--- config.mk ---
export PLATFORM = sky130hd
export DESIGN_NAME = tlpt_ctrl
export DESIGN_NICKNAME = d
export VERILOG_FILES = /design/src/rtl/core/tlpt_pkg.sv /design/src/rtl/core/tlpt_ctrl.sv
export SDC_FILE = /design/constraint.sdc
export NUM_CORES = 1
export LEC_CHECK = 0
export BUFFER_PORTS_ARGS = -buffer_cell sky130_fd_sc_hd__clkbuf_2
export CORE_MARGIN = 5
export CORE_UTILIZATION = 30
export CTS_BUF_LIST = sky130_fd_sc_hd__clkbuf_8
export DETAILED_ROUTE_END_ITERATION = 12
export HOLD_SLACK_MARGIN = 0.05
export RECOVER_POWER = 25
export SLEW_MARGIN = 20
export SYNTH_ARGS = -nofsm -noshare
export SYNTH_HDL_FRONTEND = slang
export SYNTH_SLANG_ARGS = --single-unit
--- constraint.sdc ---
create_clock -name clk -period 4.2 [get_ports clk]
set_input_delay 0.21 -clock clk [delete_from_list [all_inputs] [get_ports clk]]
set_output_delay 0.21 -clock clk [all_outputs]
set_load 0.005 [all_outputs]
--- src/rtl/core/tlpt_pkg.sv ---
// Shared types and constants for the two-level page table engine.
package tlpt_pkg;

    localparam int ADDR_W      = 32;
    localparam int REQ_W       = 2;
    localparam int FLAG_W      = 12;
    localparam int STAT_W      = 2;
    localparam int OFF_W       = 12;
    localparam int IDX_W       = 10;
    localparam int ENTRY_W     = 32;
    localparam int DIR_ENTRIES = 1024;

    localparam logic [REQ_W-1:0] REQ_MAP   = 2'd0;
    localparam logic [REQ_W-1:0] REQ_UNMAP = 2'd1;
    localparam logic [REQ_W-1:0] REQ_XLATE = 2'd2;

    localparam logic [STAT_W-1:0] STAT_OK   = 2'd0;
    localparam logic [STAT_W-1:0] STAT_MISS = 2'd1;
    localparam logic [STAT_W-1:0] STAT_FULL = 2'd2;

    typedef struct packed {
        logic [REQ_W-1:0]  req_type;
        logic [ADDR_W-1:0] virt_addr;
        logic [ADDR_W-1:0] frame_addr;
        logic [FLAG_W-1:0] page_flags;
    } req_t;

    typedef struct packed {
        logic [STAT_W-1:0] status;
        logic [ADDR_W-1:0] phys_out;
        logic              present;
    } rsp_t;

endpackage

--- src/rtl/core/tlpt_ctrl.sv ---
// Request sequencer: directory and table lookups, table allocation and clearing, result register.
module tlpt_ctrl #(
    parameter int TABLE_SLOTS = 8,
    parameter int SLOT_W      = 3,
    parameter int CNT_W       = 4
) (
    input  logic                                 clk,
    input  logic                                 rst_n,
    input  logic                                 in_valid,
    output logic                                 in_ready,
    input  tlpt_pkg::req_t                       req,
    output logic                                 out_valid,
    input  logic                                 out_ready,
    output tlpt_pkg::rsp_t                       rsp,
    output logic                                 dir_rd_en,
    output logic [tlpt_pkg::IDX_W-1:0]           dir_rd_addr,
    input  logic [SLOT_W:0]                      dir_rd_data,
    output logic                                 dir_we,
    output logic [tlpt_pkg::IDX_W-1:0]           dir_wr_addr,
    output logic [SLOT_W:0]                      dir_wr_data,
    output logic                                 tbl_rd_en,
    output logic [SLOT_W+tlpt_pkg::IDX_W-1:0]    tbl_rd_addr,
    input  logic [tlpt_pkg::ENTRY_W-1:0]         tbl_rd_data,
    output logic                                 tbl_we,
    output logic [SLOT_W+tlpt_pkg::IDX_W-1:0]    tbl_wr_addr,
    output logic [tlpt_pkg::ENTRY_W-1:0]         tbl_wr_data
);

    localparam int IDX_W  = tlpt_pkg::IDX_W;
    localparam int ADDR_W = tlpt_pkg::ADDR_W;
    localparam int OFF_W  = tlpt_pkg::OFF_W;

    localparam logic [2:0] ST_INIT = 3'd0;
    localparam logic [2:0] ST_IDLE = 3'd1;
    localparam logic [2:0] ST_DIR  = 3'd2;
    localparam logic [2:0] ST_TBL  = 3'd3;
    localparam logic [2:0] ST_CLR  = 3'd4;
    localparam logic [2:0] ST_HOLD = 3'd5;

    logic [2:0]           state_reg, state_next;
    logic [IDX_W-1:0]     cnt_reg, cnt_next;
    logic [SLOT_W-1:0]    slot_reg, slot_next;
    logic [CNT_W-1:0]     used_reg, used_next;
    tlpt_pkg::req_t       req_reg, req_next;
    logic                 out_valid_reg, out_valid_next;
    tlpt_pkg::rsp_t       out_rsp_reg, out_rsp_next;
    tlpt_pkg::rsp_t       pend_rsp_reg, pend_rsp_next;

    logic                 accept;
    logic                 out_free;
    logic                 fin;
    tlpt_pkg::rsp_t       fin_rsp;
    logic [IDX_W-1:0]     di;
    logic [IDX_W-1:0]     ti;
    logic                 dir_hit;
    logic [SLOT_W-1:0]    dir_slot;
    logic [tlpt_pkg::ENTRY_W-1:0] new_entry;
    logic                 pool_full;

    assign in_ready  = (state_reg == ST_IDLE);
    assign accept    = in_valid && in_ready;
    assign out_free  = !out_valid_reg || out_ready;
    assign out_valid = out_valid_reg;
    assign rsp       = out_rsp_reg;

    assign di        = req_reg.virt_addr[ADDR_W-1 -: IDX_W];
    assign ti        = req_reg.virt_addr[ADDR_W-IDX_W-1 -: IDX_W];
    assign dir_hit   = dir_rd_data[SLOT_W];
    assign dir_slot  = dir_rd_data[SLOT_W-1:0];
    assign new_entry = {req_reg.frame_addr[ADDR_W-1:OFF_W], req_reg.page_flags};
    assign pool_full = (used_reg >= CNT_W'(TABLE_SLOTS));

    // The directory read goes out in the accept cycle, straight from the input port.
    assign dir_rd_en   = accept;
    assign dir_rd_addr = req.virt_addr[ADDR_W-1 -: IDX_W];

    always_comb
    begin
        state_next     = state_reg;
        cnt_next       = cnt_reg;
        slot_next      = slot_reg;
        used_next      = used_reg;
        req_next       = req_reg;
        pend_rsp_next  = pend_rsp_reg;
        out_rsp_next   = out_rsp_reg;
        out_valid_next = out_valid_reg && !out_ready;

        fin              = 1'b0;
        fin_rsp.status   = tlpt_pkg::STAT_MISS;
        fin_rsp.phys_out = '0;
        fin_rsp.present  = 1'b0;

        dir_we      = 1'b0;
        dir_wr_addr = di;
        dir_wr_data = {1'b1, used_reg[SLOT_W-1:0]};
        tbl_rd_en   = 1'b0;
        tbl_rd_addr = {dir_slot, ti};
        tbl_we      = 1'b0;
        tbl_wr_addr = {dir_slot, ti};
        tbl_wr_data = '0;

        case (state_reg)
            ST_INIT:
            begin
                // Clear every directory entry once after reset.
                dir_we      = 1'b1;
                dir_wr_addr = cnt_reg;
                dir_wr_data = '0;
                cnt_next    = cnt_reg + IDX_W'(1);
                if (cnt_reg == '1)
                begin
                    state_next = ST_IDLE;
                end
            end
            ST_IDLE:
            begin
                if (accept)
                begin
                    req_next   = req;
                    state_next = ST_DIR;
                end
            end
            ST_DIR:
            begin
                case (req_reg.req_type)
                    tlpt_pkg::REQ_MAP:
                    begin
                        if (dir_hit)
                        begin
                            tbl_we         = 1'b1;
                            tbl_wr_data    = new_entry;
                            fin            = 1'b1;
                            fin_rsp.status = tlpt_pkg::STAT_OK;
                        end
                        else if (pool_full)
                        begin
                            fin            = 1'b1;
                            fin_rsp.status = tlpt_pkg::STAT_FULL;
                        end
                        else
                        begin
                            dir_we     = 1'b1;
                            slot_next  = used_reg[SLOT_W-1:0];
                            used_next  = used_reg + CNT_W'(1);
                            cnt_next   = '0;
                            state_next = ST_CLR;
                        end
                    end
                    tlpt_pkg::REQ_UNMAP:
                    begin
                        fin = 1'b1;
                        if (dir_hit)
                        begin
                            tbl_we         = 1'b1;
                            fin_rsp.status = tlpt_pkg::STAT_OK;
                        end
                    end
                    tlpt_pkg::REQ_XLATE:
                    begin
                        if (dir_hit)
                        begin
                            tbl_rd_en  = 1'b1;
                            state_next = ST_TBL;
                        end
                        else
                        begin
                            fin = 1'b1;
                        end
                    end
                    default:
                    begin
                        fin = 1'b1;
                    end
                endcase
            end
            ST_TBL:
            begin
                fin = 1'b1;
                if (tbl_rd_data[0])
                begin
                    fin_rsp.status   = tlpt_pkg::STAT_OK;
                    fin_rsp.present  = 1'b1;
                    fin_rsp.phys_out = {tbl_rd_data[ADDR_W-1:OFF_W],
                                        req_reg.virt_addr[OFF_W-1:0]};
                end
            end
            ST_CLR:
            begin
                // Sweep the new table, dropping the mapped entry in on its own index.
                tbl_we      = 1'b1;
                tbl_wr_addr = {slot_reg, cnt_reg};
                tbl_wr_data = (cnt_reg == ti) ? new_entry : '0;
                cnt_next    = cnt_reg + IDX_W'(1);
                if (cnt_reg == '1)
                begin
                    fin            = 1'b1;
                    fin_rsp.status = tlpt_pkg::STAT_OK;
                end
            end
            ST_HOLD:
            begin
                if (out_free)
                begin
                    out_valid_next = 1'b1;
                    out_rsp_next   = pend_rsp_reg;
                    state_next     = ST_IDLE;
                end
            end
            default:
            begin
                state_next = ST_IDLE;
            end
        endcase

        if (fin)
        begin
            if (out_free)
            begin
                out_valid_next = 1'b1;
                out_rsp_next   = fin_rsp;
                state_next     = ST_IDLE;
            end
            else
            begin
                pend_rsp_next = fin_rsp;
                state_next    = ST_HOLD;
            end
        end
    end

    always_ff @(posedge clk or negedge rst_n)
    begin
        if (!rst_n)
        begin
            state_reg     <= ST_INIT;
            cnt_reg       <= '0;
            used_reg      <= '0;
            out_valid_reg <= 1'b0;
        end
        else
        begin
            state_reg     <= state_next;
            cnt_reg       <= cnt_next;
            used_reg      <= used_next;
            out_valid_reg <= out_valid_next;
        end
    end

    always_ff @(posedge clk)
    begin
        slot_reg     <= slot_next;
        req_reg      <= req_next;
        out_rsp_reg  <= out_rsp_next;
        pend_rsp_reg <= pend_rsp_next;
    end

    a_used_bound: assert property (@(posedge clk) disable iff (!rst_n)
        used_reg <= CNT_W'(TABLE_SLOTS))
        else $error("table pool count exceeds the number of slots");

    a_clr_slot: assert property (@(posedge clk) disable iff (!rst_n)
        (state_reg == ST_CLR) |-> (CNT_W'(slot_reg) < used_reg))
        else $error("clearing a table slot that was never allocated");

    a_accept_dir: assert property (@(posedge clk) disable iff (!rst_n)
        accept |=> (state_reg == ST_DIR))
        else $error("accepted request did not start its directory lookup");

    a_hold_full: assert property (@(posedge clk) disable iff (!rst_n)
        (state_reg == ST_HOLD) |-> out_valid_reg)
        else $error("result parked while the output register is empty");

    a_present_ok: assert property (@(posedge clk) disable iff (!rst_n)
        (out_valid_reg && out_rsp_reg.present) |-> (out_rsp_reg.status == tlpt_pkg::STAT_OK))
        else $error("present result carries an error status");

endmodule

==> PnR_summary.wiki <==
{| class="wikitable"
! Metric !! Value
|-
| RSZ-0062 raised after global routing || no
|-
| WHS Path Cells || 2
|-
| Number of buffers between clock root and the deepest sink || 2
|-
| Simple-Gate Fraction of Synth Area || 11.0%
|-
| DRT Pass-1 Iters || 4
|-
| Sequential element share of the synthesized area || 61.8%
|-
| Count of pins on the block boundary || 241
|-
| Setup violators final || 0
|-
| Area share of the largest cell type after synthesis || 45.1%
|-
| Overall overflow remaining after global route || 0
|-
| Pin count of the biggest net entering global routing || 68
|-
| Average detailed-routed wire length per instance || 15.7 um
|-
| Floorplan die width || 162 um
|-
| Worst vdd rail ir drop || 187 uV
|-
| Power Density || 438 nW/um2
|-
| Global-route wire length before repair || 26400 um
|-
| Insertion delay to the later sink of the worst-skew pair || 0.44 ns
|-
| Final Routed Wirelength || 16500 um
|-
| Run status || finished, final reports clean
|-
| Source of the worst hold timing path || tbl_rd_data[13]
|-
| Die height || 162 um
|-
| Final critical delay including setup and external delays || 3.17 ns
|-
| Post-synthesis share of cell area spent on full adders, half adders and majority gates || 0.542%
|-
| Remaining max-slew budget at the tightest pin || 32.9%
|-
| Area of the core || 22700 um2
|-
| Element type at the critical path start || flop
|-
| Leakage || 0.00398 uW
|-
| Seq cells post-synth || 157
|-
| # clock sinks || 157
|-
| Total standard cell area after synthesis || 6920 um2
|-
| Count of pins over their slew limit || 0
|-
| Overall die area || 26200 um2
|-
| Synth warnings || 0
|-
| Initial antenna violation count || 0
|-
| Setup TNS || 0 ns
|-
| Cell type with the highest aggregate area in the netlist || edfxtp_1
|-
| Top cells by instance count after synthesis || edfxtp_1 (104), mux2_2 (62), nor2b_1 (37)
|-
| Post-DR vias/cell || 4.43
|-
| Tightest Hold Check Type || input port to flop
|-
| Sum of internal, switching and leakage power || 4070 uW
|-
| Count of final hold-check violations || 0
|-
| Synth Area per Inst || 14.3 um2
|-
| Slew of the pin with the lowest slew margin || 1.01 ns
|-
| Synthesized net count || 604
|-
| Multiplexer fraction of the synthesized cell area || 16.7%
|-
| Antenna viol nets, final || 0
|-
| Fraction of final layout cells sized beyond drive strength 1 || 43.8%
|-
| Layout filler cell count || 2167
|-
| Crit Reg-Reg Startpoint || state_reg[0]
|-
| Worst reg2reg setup slack || 1.03 ns
|-
| Number of synthesized flops with an enable pin || 104
|-
| Cell Rows || 55
|-
| Mapped Cells || 483
|-
| Count of H-tree levels built during CTS || 4
|-
| Most instantiated library cell after synthesis || edfxtp_1
|-
| CTS Root Cell || clkbuf_8
|-
| Count of nets after finishing || 877
|-
| Terminus of the critical flop-to-flop path || rsp[3]
|-
| Largest cells by area after synthesis || edfxtp_1 (45%), dfxtp_1 (10%), mux2_2 (10%), dfrtp_1 (6.5%), mux2_4 (6.5%)
|-
| Highest clock frequency the design can meet || 0.315 GHz
|-
| Worst hold endpoint || pend_rsp_reg[14]
|-
| Number of DRC violations after detailed routing || 0
|-
| Buffers added on ports || 217
|-
| Critical Path Fanout Max || 19
|-
| Worst Setup SP || state_reg[0]
|-
| Number of buffers added by the clock tree synthesis step || 17
|-
| Worst Hold Slack || 0.110 ns
|-
| Initial core utilization || 30.5%
|-
| Via count of the first global-routing pass || 4926
|-
| Critical path class || flop to flop
|-
| Worst-path clk slew || 0.09 ns
|-
| Post-CTS repair timing setup buffer count || 0
|-
| CTS tree || yes
|-
| Async set-reset flop share out of synthesis || 11.5%
|-
| Compound-cell area share of the yosys netlist || 3.58%
|-
| Most used flip-flop cell after synthesis || edfxtp_1
|-
| Worst r2r path cells || 5
|-
| Area Overhead vs Synth || 34.3%
|-
| Xor/xnor cell area share of the yosys netlist || 1.52%
|-
| Max-capacitance violation count || 0
|-
| Antenna cell count || 0
|-
| Half-perimeter wire length after placement || 11000 um
|-
| Global placer's final weighted congestion || 0.738
|-
| Overall Global Routing Usage || 12.8%
|-
| Post-Route Skew || 0.0169 ns
|-
| Via total after detailed routing || 4674
|-
| Dominant combinational cell family by area after synthesis || multiplexers
|-
| Initial drt markers || 166
|-
| Post-synthesis cell type count || 48
|-
| CP Data Arrival Time || 3.50 ns
|-
| Final period util || 75.5%
|-
| Worst setup EP type || flop
|-
| Worst EP required || 4.52 ns
|}
==> worst max-delay path by stage <==
stage,end,slack [ns]
detailed placement,rsp[1],1.03
global placement,rsp[2],1.06
CTS,tbl_wr_data[12],0.98
finish,rsp[3],1.03
floorplan,pend_rsp_reg[0],0.85
global route,tbl_wr_data[12],0.79
==> through the flow <==
step                cells  setup slack (ns)  cell area, um2  utilization (%)
CTS                  1054             0.977            9300             41.0
detailed placement    940              1.03            8110             35.7
global placement      940              1.06            8110             35.7
finish               1054              1.03            9290             40.9
global route         1054             0.792            9290             40.9
floorplan             483             0.853            6920                -
==> report_power, final <==
part	switching [uW]	leakage (uW)	internal [uW]
sequential	165	0.00147	1860
clock	599	0.000184	477
combinational	341	0.00232	633
==> worst max-delay path: stages (launching register included) <==
cell     delay, ns
dfrtp_1       0.62
or3b_1        0.71
nor4_4        0.17
o21ai_4       0.68
buf_4         0.48
mux2_2        0.38
==> kinds of logic after synthesis <==
group / Yosys count
AND/OR/NAND/NOR: 126
multiplexers: 93
flip-flops: 157
adder cells (fa/ha/maj): 3
buffers and inverters: 56
XOR/XNOR: 12
AO/OA/AOI/OAI: 36
==> placed cells by master, fill, tap and decap left out, types with 2 or more instances in the layout <==
cell type and n:
and2_1 33, clkbuf_2 201, nand4_1 2, dfrtp_1 18, edfxtp_1 104, clkbuf_1 16
or3_1 4, inv_1 8, nor4_1 3, nand2b_1 2, nand2_1 10, xor2_1 10
xnor2_1 2, a22o_1 2, a21oi_1 10, nor3_1 6, inv_6 4, buf_4 4
nor2_1 7, dfxtp_1 35, clkbuf_8 17, ha_1 3, mux2_4 30, and3_1 2
clkinvlp_4 3, o31ai_1 4, nor2b_1 37, clkinv_4 3, nand3_1 4, dlygate4sd3_1 82
or4_1 5, mux2_2 62, o21ai_0 7
==> layer usage <==
layer	GRT usage, %	vias up	wire [um]
met4	3.58	0	142
met5	0	-	0
met3	4.74	9	1290
met1	15.8	2226	7250
li1	-	2275	-
met2	21.0	164	7860
==> repair_timing <==
action / CTS / global route
hold buffers: 82 / 0
resized for setup: 0 / 0
endpoints found under the hold margin: 99 / 0
==> final cells by class <==
type / instances / area (um2) / share of cell area, %
flip-flops and latches: 157 / 4270 / 46.0
clock inverters: 15 / 138 / 1.48
clock buffers: 17 / 234 / 2.52
well taps: 285 / 357 / 3.84
multi-input cells: 270 / 2350 / 25.3
repair buffers: 303 / 1920 / 20.6
inverters: 7 / 26.3 / 0.283
No activity file was read; power rests on OpenSTA's default activity.
